## src/sv/dglc_pkg.sv

```systemverilog
// Types and fixed constants for the drive, gimbal and launcher command block.
// No dependencies; imported by the top level and its checker.
package dglc_pkg;

	// Field widths.
	localparam int StickW   = 12;
	localparam int SpeedW   = 14;
	localparam int BandW    = 11;
	localparam int RateW    = 16;
	localparam int LevelW   = 14;
	localparam int TrackW   = 15;
	localparam int ServoW   = 11;
	localparam int DpadW    = 4;
	localparam int CfgDataW = 16;

	// Fixed behavior constants.
	localparam int StickFull  = 2047;
	localparam int StickShift = 11;
	localparam int ServoMin   = 417;
	localparam int ServoMax   = 1083;
	localparam int ServoMid   = 750;
	localparam int TrackLimit = 10000;
	localparam int LaunchKnee = 500;

	localparam logic signed [TrackW-1:0] TrackMax = TrackW'(TrackLimit);
	localparam logic signed [TrackW-1:0] TrackMin = TrackW'(-TrackLimit);

	// Division of the stick product by 2047 is done as a reciprocal multiply.
	localparam int ProdW      = StickW + SpeedW;
	localparam int QuotW      = 16;
	localparam int RecipShift = 36;
	localparam logic [ProdW-1:0] TrackRecip =
		ProdW'((64'd1 << RecipShift) / 64'(StickFull));

	// D-pad key bit positions.
	localparam int DpadUp    = 0;
	localparam int DpadDown  = 1;
	localparam int DpadLeft  = 2;
	localparam int DpadRight = 3;

	// Register reset values.
	localparam logic [SpeedW-1:0] NormalSpeedRst  = SpeedW'(4000);
	localparam logic [SpeedW-1:0] SprintSpeedRst  = SpeedW'(8000);
	localparam logic [BandW-1:0]  DeadBandRst     = BandW'(10);
	localparam logic [RateW-1:0]  GimbalRateRst   = RateW'(356);
	localparam logic [LevelW-1:0] LevelStepRst    = LevelW'(100);
	localparam logic [LevelW-1:0] LevelCeilingRst = LevelW'(1100);
	localparam logic [LevelW-1:0] LevelFloorRst   = LevelW'(500);

	typedef enum logic [2:0] {
		CFG_NORMAL_SPEED    = 3'd0,
		CFG_SPRINT_SPEED    = 3'd1,
		CFG_LEFT_DEAD_BAND  = 3'd2,
		CFG_RIGHT_DEAD_BAND = 3'd3,
		CFG_GIMBAL_RATE     = 3'd4,
		CFG_LEVEL_STEP      = 3'd5,
		CFG_LEVEL_CEILING   = 3'd6,
		CFG_LEVEL_FLOOR     = 3'd7
	} cfg_idx_t;

endpackage

```

## src/sv/drive_gimbal_launcher_command.sv

```systemverilog
// Drive, gimbal and launcher command block: one control tick per word.
// Depends on dglc_pkg.
//
//   channel | direction | handshake          | payload
//   in      | to block  | in_valid/in_stall  | four sticks, d-pad, five keys
//   out     | from blk  | out_valid/out_stall| track duties, servo duties, launcher, feed
//   cfg     | to block  | cfg_we             | cfg_index, cfg_data
//
// One word is accepted per cycle while in_stall is low; its result word leaves from the output register.
// The pipe is input register, stick multiply, reciprocal multiply for the divide by
// 2047, quotient correction, then mixing and the state update into the output register.
// Reset is asynchronous and returns registers and state to their defaults at once.
// A stall on the output only holds stages that are full; bubbles still close up.
module drive_gimbal_launcher_command #(
	parameter int GIMBAL_FRACTION_BITS = 16
) (
	input  logic                                       clk,
	input  logic                                       arst_n,
	input  logic                                       in_valid,
	output logic                                       in_stall,
	input  logic signed [dglc_pkg::StickW-1:0]         left_stick_x,
	input  logic signed [dglc_pkg::StickW-1:0]         left_stick_y,
	input  logic signed [dglc_pkg::StickW-1:0]         right_stick_x,
	input  logic signed [dglc_pkg::StickW-1:0]         right_stick_y,
	input  logic        [dglc_pkg::DpadW-1:0]          dpad_keys,
	input  logic                                       sprint_key,
	input  logic                                       level_up_key,
	input  logic                                       level_down_key,
	input  logic                                       launcher_toggle_key,
	input  logic                                       trigger_key,
	output logic                                       out_valid,
	input  logic                                       out_stall,
	output logic signed [dglc_pkg::TrackW-1:0]         left_track_duty,
	output logic signed [dglc_pkg::TrackW-1:0]         right_track_duty,
	output logic        [dglc_pkg::ServoW-1:0]         yaw_servo_duty,
	output logic        [dglc_pkg::ServoW-1:0]         pitch_servo_duty,
	output logic        [dglc_pkg::LevelW-1:0]         launcher_duty,
	output logic                                       feed_pulse,
	input  logic                                       cfg_we,
	input  dglc_pkg::cfg_idx_t                         cfg_index,
	input  logic        [dglc_pkg::CfgDataW-1:0]       cfg_data
);
	import dglc_pkg::*;

	localparam int GimW = StickW + RateW + 1;
	localparam int PosW = ServoW + GIMBAL_FRACTION_BITS;
	localparam int SumW = ((PosW + 1 > GimW) ? PosW + 1 : GimW) + 1;
	localparam int DirW = QuotW + 1;
	localparam int MixW = DirW + 1;
	localparam int RemW = ProdW + 1;

	localparam logic [PosW-1:0] PosRst =
		PosW'(longint'(ServoMid) << GIMBAL_FRACTION_BITS);
	localparam logic signed [SumW-1:0] PosLo =
		SumW'(longint'(ServoMin) << GIMBAL_FRACTION_BITS);
	localparam logic signed [SumW-1:0] PosHi =
		SumW'(longint'(ServoMax) << GIMBAL_FRACTION_BITS);
	localparam logic signed [MixW-1:0] MixMax = MixW'(TrackLimit);
	localparam logic signed [MixW-1:0] MixMin = MixW'(-TrackLimit);
	localparam logic [LevelW-1:0] Knee = LevelW'(LaunchKnee);

	// Configuration registers.
	logic [SpeedW-1:0] normal_speed_q, sprint_speed_q;
	logic [BandW-1:0]  left_band_q, right_band_q;
	logic [RateW-1:0]  gimbal_rate_q;
	logic [LevelW-1:0] level_step_q, level_ceiling_q, level_floor_q;

	// Handshake chain.
	logic valid_s1, valid_s2, valid_s3, valid_s4, out_valid_q;
	logic rdy_s1, rdy_s2, rdy_s3, rdy_s4, rdy_out;

	// Stage 1: registered input word.
	logic signed [StickW-1:0] lx_s1, ly_s1, rx_s1, ry_s1;
	logic [DpadW-1:0] dpad_s1, dpad_s2, dpad_s3;
	logic sprint_s1;
	logic up_s1, down_s1, tog_s1, trig_s1;
	logic up_s2, down_s2, tog_s2, trig_s2;
	logic up_s3, down_s3, tog_s3, trig_s3;
	logic up_s4, down_s4, tog_s4, trig_s4;

	// Stage 2: stick products.
	logic [ProdW-1:0] fwd_prod_s2, turn_prod_s2, fwd_prod_s3, turn_prod_s3;
	logic fwd_neg_s2, turn_neg_s2, fwd_neg_s3, turn_neg_s3;
	logic signed [GimW-1:0] yaw_prod_s2, pitch_prod_s2, yaw_prod_s3, pitch_prod_s3;
	logic signed [GimW-1:0] yaw_prod_s4, pitch_prod_s4;

	// Stage 3: estimated quotients.
	logic [QuotW-1:0] fwd_q0_s3, turn_q0_s3;

	// Stage 4: signed drive commands.
	logic signed [DirW-1:0] fwd_s4, turn_s4;

	// Tick state.
	logic [PosW-1:0]   yaw_pos_q, pitch_pos_q;
	logic [LevelW-1:0] level_q, current_q;
	logic enabled_q, prev_trig_q, prev_up_q, prev_down_q, prev_tog_q;

	// Output register.
	logic signed [TrackW-1:0] left_duty_q, right_duty_q;
	logic [ServoW-1:0] yaw_duty_q, pitch_duty_q;
	logic [LevelW-1:0] launcher_q;
	logic feed_q;

	// Combinational values.
	logic [StickW-1:0] lx_mag, ly_mag, rx_mag, ry_mag;
	logic lx_live, ly_live, rx_live, ry_live;
	logic signed [StickW-1:0] rx_val, ry_val;
	logic [SpeedW-1:0] speed;
	logic [2*ProdW-1:0] fwd_mul, turn_mul;
	logic [RemW-1:0] fwd_rem, turn_rem;
	logic [QuotW-1:0] fwd_quot, turn_quot;
	logic signed [DirW-1:0] fwd_dir, turn_dir, normal_dir;
	logic signed [MixW-1:0] left_mix, right_mix;
	logic signed [TrackW-1:0] left_clamp, right_clamp;
	logic signed [SumW-1:0] yaw_sum, pitch_sum;
	logic [PosW-1:0] yaw_next, pitch_next;
	logic [LevelW:0] level_sum, floor_sum;
	logic [LevelW-1:0] level_next, target, current_next;
	logic enabled_next, feed_next, tick;

	assign rdy_out  = !out_valid_q || !out_stall;
	assign rdy_s4   = !valid_s4 || rdy_out;
	assign rdy_s3   = !valid_s3 || rdy_s4;
	assign rdy_s2   = !valid_s2 || rdy_s3;
	assign rdy_s1   = !valid_s1 || rdy_s2;
	assign in_stall = !rdy_s1;
	assign tick     = valid_s4 && rdy_out;

	always_ff @(posedge clk or negedge arst_n) begin
		if (!arst_n) begin
			normal_speed_q  <= NormalSpeedRst;
			sprint_speed_q  <= SprintSpeedRst;
			left_band_q     <= DeadBandRst;
			right_band_q    <= DeadBandRst;
			gimbal_rate_q   <= GimbalRateRst;
			level_step_q    <= LevelStepRst;
			level_ceiling_q <= LevelCeilingRst;
			level_floor_q   <= LevelFloorRst;
		end else if (cfg_we) begin
			unique case (cfg_index)
				CFG_NORMAL_SPEED:    normal_speed_q  <= cfg_data[SpeedW-1:0];
				CFG_SPRINT_SPEED:    sprint_speed_q  <= cfg_data[SpeedW-1:0];
				CFG_LEFT_DEAD_BAND:  left_band_q     <= cfg_data[BandW-1:0];
				CFG_RIGHT_DEAD_BAND: right_band_q    <= cfg_data[BandW-1:0];
				CFG_GIMBAL_RATE:     gimbal_rate_q   <= cfg_data[RateW-1:0];
				CFG_LEVEL_STEP:      level_step_q    <= cfg_data[LevelW-1:0];
				CFG_LEVEL_CEILING:   level_ceiling_q <= cfg_data[LevelW-1:0];
				CFG_LEVEL_FLOOR:     level_floor_q   <= cfg_data[LevelW-1:0];
				default:             normal_speed_q  <= normal_speed_q;
			endcase
		end
	end

	always_ff @(posedge clk or negedge arst_n) begin
		if (!arst_n) begin
			valid_s1    <= 1'b0;
			valid_s2    <= 1'b0;
			valid_s3    <= 1'b0;
			valid_s4    <= 1'b0;
			out_valid_q <= 1'b0;
		end else begin
			if (rdy_s1) valid_s1 <= in_valid;
			if (rdy_s2) valid_s2 <= valid_s1;
			if (rdy_s3) valid_s3 <= valid_s2;
			if (rdy_s4) valid_s4 <= valid_s3;
			if (rdy_out) out_valid_q <= valid_s4;
		end
	end

	always_ff @(posedge clk) begin
		if (rdy_s1 && in_valid) begin
			lx_s1     <= left_stick_x;
			ly_s1     <= left_stick_y;
			rx_s1     <= right_stick_x;
			ry_s1     <= right_stick_y;
			dpad_s1   <= dpad_keys;
			sprint_s1 <= sprint_key;
			up_s1     <= level_up_key;
			down_s1   <= level_down_key;
			tog_s1    <= launcher_toggle_key;
			trig_s1   <= trigger_key;
		end
	end

	// Dead band and stick products. A stick at its most negative code has magnitude
	// 2048, which the unsigned 12-bit magnitude holds.
	always_comb begin
		lx_mag  = lx_s1[StickW-1] ? StickW'(-lx_s1) : lx_s1;
		ly_mag  = ly_s1[StickW-1] ? StickW'(-ly_s1) : ly_s1;
		rx_mag  = rx_s1[StickW-1] ? StickW'(-rx_s1) : rx_s1;
		ry_mag  = ry_s1[StickW-1] ? StickW'(-ry_s1) : ry_s1;
		lx_live = lx_mag > StickW'(left_band_q);
		ly_live = ly_mag > StickW'(left_band_q);
		rx_live = rx_mag > StickW'(right_band_q);
		ry_live = ry_mag > StickW'(right_band_q);
		rx_val  = rx_live ? rx_s1 : '0;
		ry_val  = ry_live ? ry_s1 : '0;
		speed   = sprint_s1 ? sprint_speed_q : normal_speed_q;
	end

	always_ff @(posedge clk) begin
		if (rdy_s2 && valid_s1) begin
			fwd_prod_s2   <= ly_live ? ProdW'(ly_mag) * ProdW'(speed) : '0;
			turn_prod_s2  <= lx_live ? ProdW'(lx_mag) * ProdW'(speed) : '0;
			fwd_neg_s2    <= ly_s1[StickW-1];
			turn_neg_s2   <= lx_s1[StickW-1];
			yaw_prod_s2   <= GimW'(rx_val) * GimW'($signed({1'b0, gimbal_rate_q}));
			pitch_prod_s2 <= GimW'(ry_val) * GimW'($signed({1'b0, gimbal_rate_q}));
			dpad_s2       <= dpad_s1;
			up_s2         <= up_s1;
			down_s2       <= down_s1;
			tog_s2        <= tog_s1;
			trig_s2       <= trig_s1;
		end
	end

	// The reciprocal is rounded down, so the estimate is the true quotient or one less.
	assign fwd_mul  = (2 * ProdW)'(fwd_prod_s2) * (2 * ProdW)'(TrackRecip);
	assign turn_mul = (2 * ProdW)'(turn_prod_s2) * (2 * ProdW)'(TrackRecip);

	always_ff @(posedge clk) begin
		if (rdy_s3 && valid_s2) begin
			fwd_q0_s3     <= fwd_mul[RecipShift +: QuotW];
			turn_q0_s3    <= turn_mul[RecipShift +: QuotW];
			fwd_prod_s3   <= fwd_prod_s2;
			turn_prod_s3  <= turn_prod_s2;
			fwd_neg_s3    <= fwd_neg_s2;
			turn_neg_s3   <= turn_neg_s2;
			yaw_prod_s3   <= yaw_prod_s2;
			pitch_prod_s3 <= pitch_prod_s2;
			dpad_s3       <= dpad_s2;
			up_s3         <= up_s2;
			down_s3       <= down_s2;
			tog_s3        <= tog_s2;
			trig_s3       <= trig_s2;
		end
	end

	// Quotient correction, sign restore (truncation toward zero) and d-pad override.
	always_comb begin
		fwd_rem    = RemW'(fwd_prod_s3) - (RemW'(fwd_q0_s3) << StickShift)
			+ RemW'(fwd_q0_s3);
		turn_rem   = RemW'(turn_prod_s3) - (RemW'(turn_q0_s3) << StickShift)
			+ RemW'(turn_q0_s3);
		fwd_quot   = (fwd_rem >= RemW'(StickFull)) ? fwd_q0_s3 + 1'b1 : fwd_q0_s3;
		turn_quot  = (turn_rem >= RemW'(StickFull)) ? turn_q0_s3 + 1'b1 : turn_q0_s3;
		normal_dir = DirW'(normal_speed_q);
		fwd_dir    = fwd_neg_s3 ? -$signed(DirW'(fwd_quot)) : $signed(DirW'(fwd_quot));
		turn_dir   = turn_neg_s3 ? -$signed(DirW'(turn_quot)) : $signed(DirW'(turn_quot));
		// Down wins over up, right wins over left.
		if (dpad_s3[DpadDown]) begin
			fwd_dir = -normal_dir;
		end else if (dpad_s3[DpadUp]) begin
			fwd_dir = normal_dir;
		end
		if (dpad_s3[DpadRight]) begin
			turn_dir = normal_dir;
		end else if (dpad_s3[DpadLeft]) begin
			turn_dir = -normal_dir;
		end
	end

	always_ff @(posedge clk) begin
		if (rdy_s4 && valid_s3) begin
			fwd_s4        <= fwd_dir;
			turn_s4       <= turn_dir;
			yaw_prod_s4   <= yaw_prod_s3;
			pitch_prod_s4 <= pitch_prod_s3;
			up_s4         <= up_s3;
			down_s4       <= down_s3;
			tog_s4        <= tog_s3;
			trig_s4       <= trig_s3;
		end
	end

	// Track mixing and clamp.
	always_comb begin
		left_mix  = -MixW'(fwd_s4) - MixW'(turn_s4);
		right_mix = MixW'(fwd_s4) - MixW'(turn_s4);
		if (left_mix > MixMax) begin
			left_clamp = TrackMax;
		end else if (left_mix < MixMin) begin
			left_clamp = TrackMin;
		end else begin
			left_clamp = left_mix[TrackW-1:0];
		end
		if (right_mix > MixMax) begin
			right_clamp = TrackMax;
		end else if (right_mix < MixMin) begin
			right_clamp = TrackMin;
		end else begin
			right_clamp = right_mix[TrackW-1:0];
		end
	end

	// Gimbal integration with clamp.
	always_comb begin
		yaw_sum   = $signed(SumW'(yaw_pos_q)) + SumW'(yaw_prod_s4);
		pitch_sum = $signed(SumW'(pitch_pos_q)) + SumW'(pitch_prod_s4);
		if (yaw_sum < PosLo) begin
			yaw_next = PosW'(PosLo);
		end else if (yaw_sum > PosHi) begin
			yaw_next = PosW'(PosHi);
		end else begin
			yaw_next = yaw_sum[PosW-1:0];
		end
		if (pitch_sum < PosLo) begin
			pitch_next = PosW'(PosLo);
		end else if (pitch_sum > PosHi) begin
			pitch_next = PosW'(PosHi);
		end else begin
			pitch_next = pitch_sum[PosW-1:0];
		end
	end

	// Launcher level, on/off, ramp and feed. Up is applied before down.
	always_comb begin
		level_next = level_q;
		level_sum  = {1'b0, level_q} + {1'b0, level_step_q};
		if (up_s4 && !prev_up_q) begin
			level_next = (level_sum <= {1'b0, level_ceiling_q}) ? level_sum[LevelW-1:0]
				: level_ceiling_q;
		end
		floor_sum = {1'b0, level_floor_q} + {1'b0, level_step_q};
		if (down_s4 && !prev_down_q) begin
			level_next = ({1'b0, level_next} >= floor_sum) ? level_next - level_step_q
				: level_floor_q;
		end
		enabled_next = enabled_q ^ (tog_s4 && !prev_tog_q);
		target       = enabled_next ? level_next : '0;
		feed_next    = trig_s4 && !prev_trig_q;
		priority if (target >= Knee && current_q < Knee) begin
			current_next = Knee;
		end else if (current_q < target) begin
			current_next = current_q + 1'b1;
		end else if (current_q > target) begin
			current_next = (current_q <= Knee && target == '0) ? '0 : current_q - 1'b1;
		end else begin
			current_next = current_q;
		end
	end

	always_ff @(posedge clk or negedge arst_n) begin
		if (!arst_n) begin
			yaw_pos_q   <= PosRst;
			pitch_pos_q <= PosRst;
			level_q     <= LevelCeilingRst;
			current_q   <= '0;
			enabled_q   <= 1'b0;
			prev_trig_q <= 1'b0;
			prev_up_q   <= 1'b0;
			prev_down_q <= 1'b0;
			prev_tog_q  <= 1'b0;
		end else if (tick) begin
			yaw_pos_q   <= yaw_next;
			pitch_pos_q <= pitch_next;
			level_q     <= level_next;
			current_q   <= current_next;
			enabled_q   <= enabled_next;
			prev_trig_q <= trig_s4;
			prev_up_q   <= up_s4;
			prev_down_q <= down_s4;
			prev_tog_q  <= tog_s4;
		end
	end

	always_ff @(posedge clk) begin
		if (tick) begin
			left_duty_q  <= left_clamp;
			right_duty_q <= right_clamp;
			yaw_duty_q   <= yaw_next[PosW-1:GIMBAL_FRACTION_BITS];
			pitch_duty_q <= pitch_next[PosW-1:GIMBAL_FRACTION_BITS];
			launcher_q   <= current_next;
			feed_q       <= feed_next;
		end
	end

	assign out_valid        = out_valid_q;
	assign left_track_duty  = left_duty_q;
	assign right_track_duty = right_duty_q;
	assign yaw_servo_duty   = yaw_duty_q;
	assign pitch_servo_duty = pitch_duty_q;
	assign launcher_duty    = launcher_q;
	assign feed_pulse       = feed_q;

endmodule

```

## config.mk

```make
export PLATFORM = sky130hd
export DESIGN_NAME = drive_gimbal_launcher_command
export DESIGN_NICKNAME = d
export VERILOG_FILES = /design/src/sv/dglc_pkg.sv /design/src/sv/drive_gimbal_launcher_command.sv
export SDC_FILE = /design/constraint.sdc
export NUM_CORES = 2
export LEC_CHECK = 0
export ABC_AREA = 1
export BUFFER_PORTS_ARGS = -buffer_cell sky130_fd_sc_hd__buf_2
export CAP_MARGIN = 0
export CELL_PAD_IN_SITES_DETAIL_PLACEMENT = 0
export CELL_PAD_IN_SITES_GLOBAL_PLACEMENT = 1
export CORE_ASPECT_RATIO = 1.25
export CORE_MARGIN = 10
export CORE_UTILIZATION = 30
export DETAILED_ROUTE_END_ITERATION = 8
export HOLD_SLACK_MARGIN = 0.05
export PLACE_DENSITY = 0.66
export SLEW_MARGIN = 40
export SYNTH_ARGS = -nofsm -noshare
export SYNTH_HDL_FRONTEND = slang
export SYNTH_SLANG_ARGS = --single-unit
```

## constraint.sdc

```tcl
create_clock -name clk -period 8.5 [get_ports clk]
set_input_delay 0 -clock clk [delete_from_list [all_inputs] [get_ports clk]]
set_output_delay 0 -clock clk [all_outputs]
set_load 0.05 [all_outputs]
```

* Word level (Yosys, flattened, before mapping)
Cells that the tools add are included.
** Storage, ports and cells
- Memories :: 0
- Bits in writable memories :: 0
- Output and inout port bits :: 69
- Word-level logic and storage cells :: 200
- Input bits :: 81
- Memory bits (read-only) :: 0
- Register bits :: 692
- Bits in latches :: 0
** Cells by class
- $add $sub $neg :: 23
- Div/mod/pow operators :: 0
- Shift operators :: 0
- Bitwise logic cells :: 1
- Multipliers :: 6
- Order comparisons :: 21
- Eq/ne operators :: 7
- Multiplexer cells :: 30
- Reductions and logical operators :: 39
** Operator list (count)
- 14-bit 2-to-1 mux :: 11
- 27-bit 2-to-1 mux :: 4
- 26-bit by 23-bit multiplier with 49-bit output, second input constant :: 2
- 17-bit 2-to-1 mux :: 5
- 12-bit 2-to-1 mux :: 6
- 28-bit by 29-bit adder with 30-bit output :: 2
- 30-bit by 28-bit greater-than comparator with 1-bit output, second input constant :: 2
- 30-bit by 26-bit < comparator with 1-bit output, second input constant :: 2
- 12-bit by 17-bit multiplier with 29-bit output :: 2
- 27-bit by 16-bit adder with 27-bit output :: 2
- 27-bit by 11-bit >= comparator with 1-bit output, second input constant :: 2
- 26-bit by 27-bit subtractor with 27-bit output :: 2
- 12-bit by 14-bit multiplier with 26-bit output :: 2
- 12-bit by 11-bit greater-than comparator with 1-bit output :: 4
- 12-bit negation :: 4
- 18-bit by 15-bit greater-than comparator with 1-bit output, second input constant :: 2
- 18-bit by 15-bit < comparator with 1-bit output, second input constant :: 2
- 16-bit negation with 17-bit output :: 2
- 16-bit by 1-bit adder with 16-bit output, second input constant :: 2
- 16-bit 2-to-1 mux :: 2
- 14-bit by 14-bit adder with 15-bit output :: 2
- 15-bit 2-to-1 mux :: 2
- 17-bit negation with 18-bit output :: 1
- 17-bit by 17-bit subtractor with 18-bit output :: 1
- 23 further kinds :: 59

* Logic depth before layout (Yosys ltp)
- Depth in word-level cells :: 14
- Depth in mapped cells :: 63
- Gate-level depth less buffers :: 61

* Worst setup path before layout
No wires, ideal clock.
- Path type :: reg2reg
- From :: register ry_s1[2]
- To :: register pitch_prod_s2[28], data pin
- Stages on the path, launching flop included :: 42
- Required time :: 8.238 ns
- Setup slack :: 0.500 ns
- Buffers on the path :: 2
- Setup time :: 0.262 ns
- Arrival time :: 7.738 ns
- Cells stage by stage :: edfxtp_1 > nor3_1 > nand2_1 > o31ai_1 > o21ai_0 > xor2_1 > ha_1 > nand4_1 > nor3_1 > a221o_1 > nand2_1 > clkbuf_1 > nor2_1 > clkbuf_1 > nand2_1 > fa_1 > inv_1 > fa_1 > (+6 left out) > inv_1 > ha_1 > nand2_1 > o21ai_0 > nand3_1 > nand2_1 > nand3_1 > nand2_1 > nand4_1 > o211ai_1 > a21o_1 > a21oi_1 > o21ai_0 > nand3_1 > nand2_1 > nand2_1 > a21oi_1 > xor2_1
** Between the ends
- Word-level cells in the longest chain between the ends :: 5
** RTL lines
- start: declaration :: line drive_gimbal_launcher_command.sv:73 : logic signed [StickW-1:0] lx_s1, ly_s1, rx_s1, ry_s1;
- start signal: assignment :: line drive_gimbal_launcher_command.sv:175 : ry_s1 <= right_stick_y;
- 12-bit negation :: line drive_gimbal_launcher_command.sv:191 : ry_mag = ry_s1[StickW-1] ? StickW'(-ry_s1) : ry_s1;
- 12-bit 2-to-1 mux :: line drive_gimbal_launcher_command.sv:191
- 12-bit by 11-bit greater-than comparator with 1-bit output :: line drive_gimbal_launcher_command.sv:195 : ry_live = ry_mag > StickW'(right_band_q);
- 12-bit 2-to-1 mux (*) :: line drive_gimbal_launcher_command.sv:197 : ry_val = ry_live ? ry_s1 : '0;
- 12-bit by 17-bit multiplier with 29-bit output (*) :: line drive_gimbal_launcher_command.sv:208 : pitch_prod_s2 <= GimW'(ry_val) * GimW'($signed({1'b0, gimbal_rate_q}));
- end signal: assignment :: line drive_gimbal_launcher_command.sv:208
- end: declaration :: line drive_gimbal_launcher_command.sv:84 : logic signed [GimW-1:0] yaw_prod_s2, pitch_prod_s2, yaw_prod_s3, pitch_prod_s3;
Every way passes the cells marked *; elsewhere a longest branch is shown, timed or not.
A chain may end at the register's enable or synchronous reset.

* Worst setup path in the final report
- From :: register ry_s1[1]
- To :: register pitch_prod_s2[27], data pin
Same word-level chain as after synthesis.

==> impl_results.md <==
- Status: completed
- Clock Root Buffer: clkbuf_16
- Worst Hold Class: in -> reg
- EDFF count, synth: 492
- Global-route wire length before repair: 307200 um
- Cell Area, Synth: 0.06679 mm^2
- R2r setup slk: 0.40 ns
- Final setup viols: 0
- TNS Setup: 0 ns
- Final period util: 95.24%
- # clock sinks: 692
- Avg Cell Area, Syn: 8.607 um^2
- Top_reg_cell synth: edfxtp_1
- CTS Buffer Depth: 3
- Worst-margin pin slew: 0.8510 ns
- IO Pins: 150
- DP HPWL: 157600 um
- RR Endpoint: pitch_prod_s2[27]
- Starting Density: 30.16%
- Row count: 193
- Die width: 442.0 um
- Vias per cell: 4.687
- Hold Fails Final Rpt: 0
- RSZ-0062 raised after global routing: true
- Hold path endpoint: rx_s1[0]
- Slowest stage cell, crit path: fa_1
- Worst-path clk slew: 0.06 ns
- Largest net degree at the start of global routing: 94
- Worst setup EP type: flip-flop
- Synth Net Count: 9186
- Max stage delay on crit path: 0.59 ns
- # placed instances: 10780
- Commonest cells after routing, fill and taps aside: 1671 x nand2_1, 1433 x inv_1, 788 x ha_1
- Final Max Tran Viols: 0
- H-tree levels: 3
- R2R cell count: 35
- Die height: 547.5 um
- Nets: 9538
- # DRC: 0
- Multi-input logic area: 0.04117 mm^2
- Max-cap violation count: 0
- First-pass detailed-route iteration total: 6
- Syn. warnings: 0
- WP data arrival: 8.55 ns
- Die area: 0.2420 mm^2
- Crit path required time: 8.95 ns
- Asr flop ratio synth: 28.90%
- Sequential element share of the synthesized area: 29.71%
- Hold Path Stages: 2
- Total GRT Usage: 15.95%
- Critical path class: reg -> reg
- Wirelength, routed: 196100 um
- Finished Layout Cells: 11120
- FF/Latch Area: 0.01984 mm^2
- Library cells used by synthesis: 71
- Gpl congestion: 0.8928
- Gate Count Post-Synth: 7760
- Share of layout cells above drive strength 1: 7.787%
- Synthesis-to-finish area growth: 14.37%
- Commonest non-fill, non-tap cell in the layout: nand2_1
- HP Start: right_stick_x[0]
- Vias in the first global route: 54000
- TritonCTS Buffers: 81
- Routed wire per std cell: 17.64 um
- Fin crit period: 8.095 ns
- Filler cells: 22860
- Worst-skew pair later-pin latency: 0.72 ns
- Initial antenna violation count: 10
- Crit path max fanout: 12
- Antenna-violating nets left: 0
- PortBufs: 149
- Final Skew: 0.05354 ns
- Vias: 52110
- TritonCTS clock tree: built
- Reg2reg start: ry_s1[1]
- Iter 0 DRT Violations: 3070
- Worst slew margin: 43.27%
- Fmax: 0.1235 GHz
- Synth Register Bits: 692
- Total gr overflow: 0
- Startpoint types: flip-flop
- Core ar.: 0.2214 mm^2
==> worst max-delay path by stage <==
stage / to / start
CTS: launcher_duty[12] / level_q[2]
global placement: launcher_duty[12] / level_q[2]
detailed placement: launcher_duty[12] / level_q[2]
global route: launcher_duty[12] / level_q[2]
finish: pitch_prod_s2[27] / ry_s1[1]
floorplan: pitch_prod_s2[28] / ry_s1[2]
==> logic make-up after synthesis <==
logic type | synth area share [%]
buffers and inverters | 9.263
AOI/OAI and AO/OA | 8.272
adders and majority gates | 31.42
DFF | 29.71
and+or+nand+nor | 17.28
xor gates and xnor gates | 4.052
==> routing by layer <==
layer | up-vias | track usage [%] | wire length [um]
met5 | - | 0 | 12
met4 | 2 | 5.483 | 6526
met3 | 267 | 1.633 | 7539
met2 | 1016 | 28.34 | 96630
met1 | 25240 | 20.10 | 85390
li1 | 25580 | - | -
==> per-stage QoR <==
| stage | setup WS (ns) | hold slack (ns) | util, % | instance area (um^2) |
|---|---|---|---|---|
| 6_report | 0.4047 | 0.07955 | 34.50 | 76390 |
| 3_3_place_gp | -0.1267 | 0.03414 | 32.29 | 71500 |
| 5_1_grt | -0.08690 | 0.06184 | 34.50 | 76390 |
| 4_1_cts | 0.01153 | 0.05301 | 34.28 | 75900 |
| 2_1_floorplan | 0.4996 | -0.2956 | - | 66790 |
| 3_5_place_dp | -0.1994 | 0.04053 | 32.32 | 71570 |
==> flip-flops by register name, indices dropped and copies added (netlist names), 15 cells and up <==
name,flops
fwd_prod_s2,26
fwd_prod_s3,26
fwd_q0_s3,16
fwd_s4,17
gimbal_rate_q,16
left_track_duty,15
pitch_pos_q,27
pitch_prod_s2,29
pitch_prod_s3,29
pitch_prod_s4,29
right_track_duty,15
turn_prod_s2,26
turn_prod_s3,26
turn_q0_s3,16
turn_s4,17
yaw_pos_q,27
yaw_prod_s2,29
yaw_prod_s3,29
yaw_prod_s4,29
==> what timing repair did <==
item / CTS / global route
pin swaps: 1 / 15
endpoints found under the setup margin: 9 / 45
gates resized for setup: 7 / 86
cloned: 0 / 3
setup buffers: 0 / 14
hold endpoints to repair: 279 / 0
hold buffers: 154 / 0
==> layout make-up <==
cell class | count | area share (%)
Timing Repair Buffer | 444 | 4.537
Clock inverter | 55 | 0.8173
Clock buffer | 96 | 2.781
Inverter | 1455 | 7.167
Tap cell | 2925 | 4.791
Multi-Input combinational cell | 5438 | 53.89
Sequential cell | 692 | 25.97
Antenna cell | 13 | 0.04258
==> synthesized netlist by cell type (7+ instances only) <==
library cell | number | area, um^2
o31ai_1 | 10 | 75.07
o21ai_0 | 342 | 1712
nor4_1 | 30 | 187.7
nor3_1 | 77 | 385.4
nand3_1 | 262 | 1311
buf_2 | 10 | 50.05
dfrtp_1 | 149 | 3729
a211oi_1 | 9 | 67.56
xnor2_1 | 75 | 656.9
nor2_2 | 11 | 68.82
nand2_1 | 1681 | 6310
xor2_1 | 234 | 2049
ha_1 | 791 | 9897
nand2_2 | 9 | 56.30
o21a_1 | 21 | 157.7
a31oi_1 | 26 | 162.7
edfxtp_1 | 492 | 14770
clkinv_1 | 13 | 48.80
nand3_2 | 12 | 120.1
nand3b_1 | 20 | 150.1
a21oi_1 | 400 | 2002
a221oi_1 | 7 | 61.31
o221ai_1 | 10 | 87.58
clkbuf_1 | 146 | 548.0
buf_1 | 13 | 48.80
fa_1 | 554 | 11090
nor2_1 | 571 | 2143
dfstp_2 | 51 | 1340
a21o_1 | 22 | 165.2
o211ai_1 | 24 | 180.2
nand4_1 | 63 | 394.1
o21bai_1 | 37 | 277.8
inv_1 | 1439 | 5401
or2_2 | 23 | 143.9
o21ai_1 | 44 | 220.2
==> critical path, delay by kind of cell (launching register included) <==
kind,cells,cell delay [ns]
buf+inv,5,0.61
xor+xnor,2,0.25
fa+ha+maj,7,3.34
flops,1,0.42
compound gates,6,1.48
simple gates,15,1.72
Power is not shown: default switching activity piles up to over one toggle a cycle in this logic, so the estimate is an artifact.
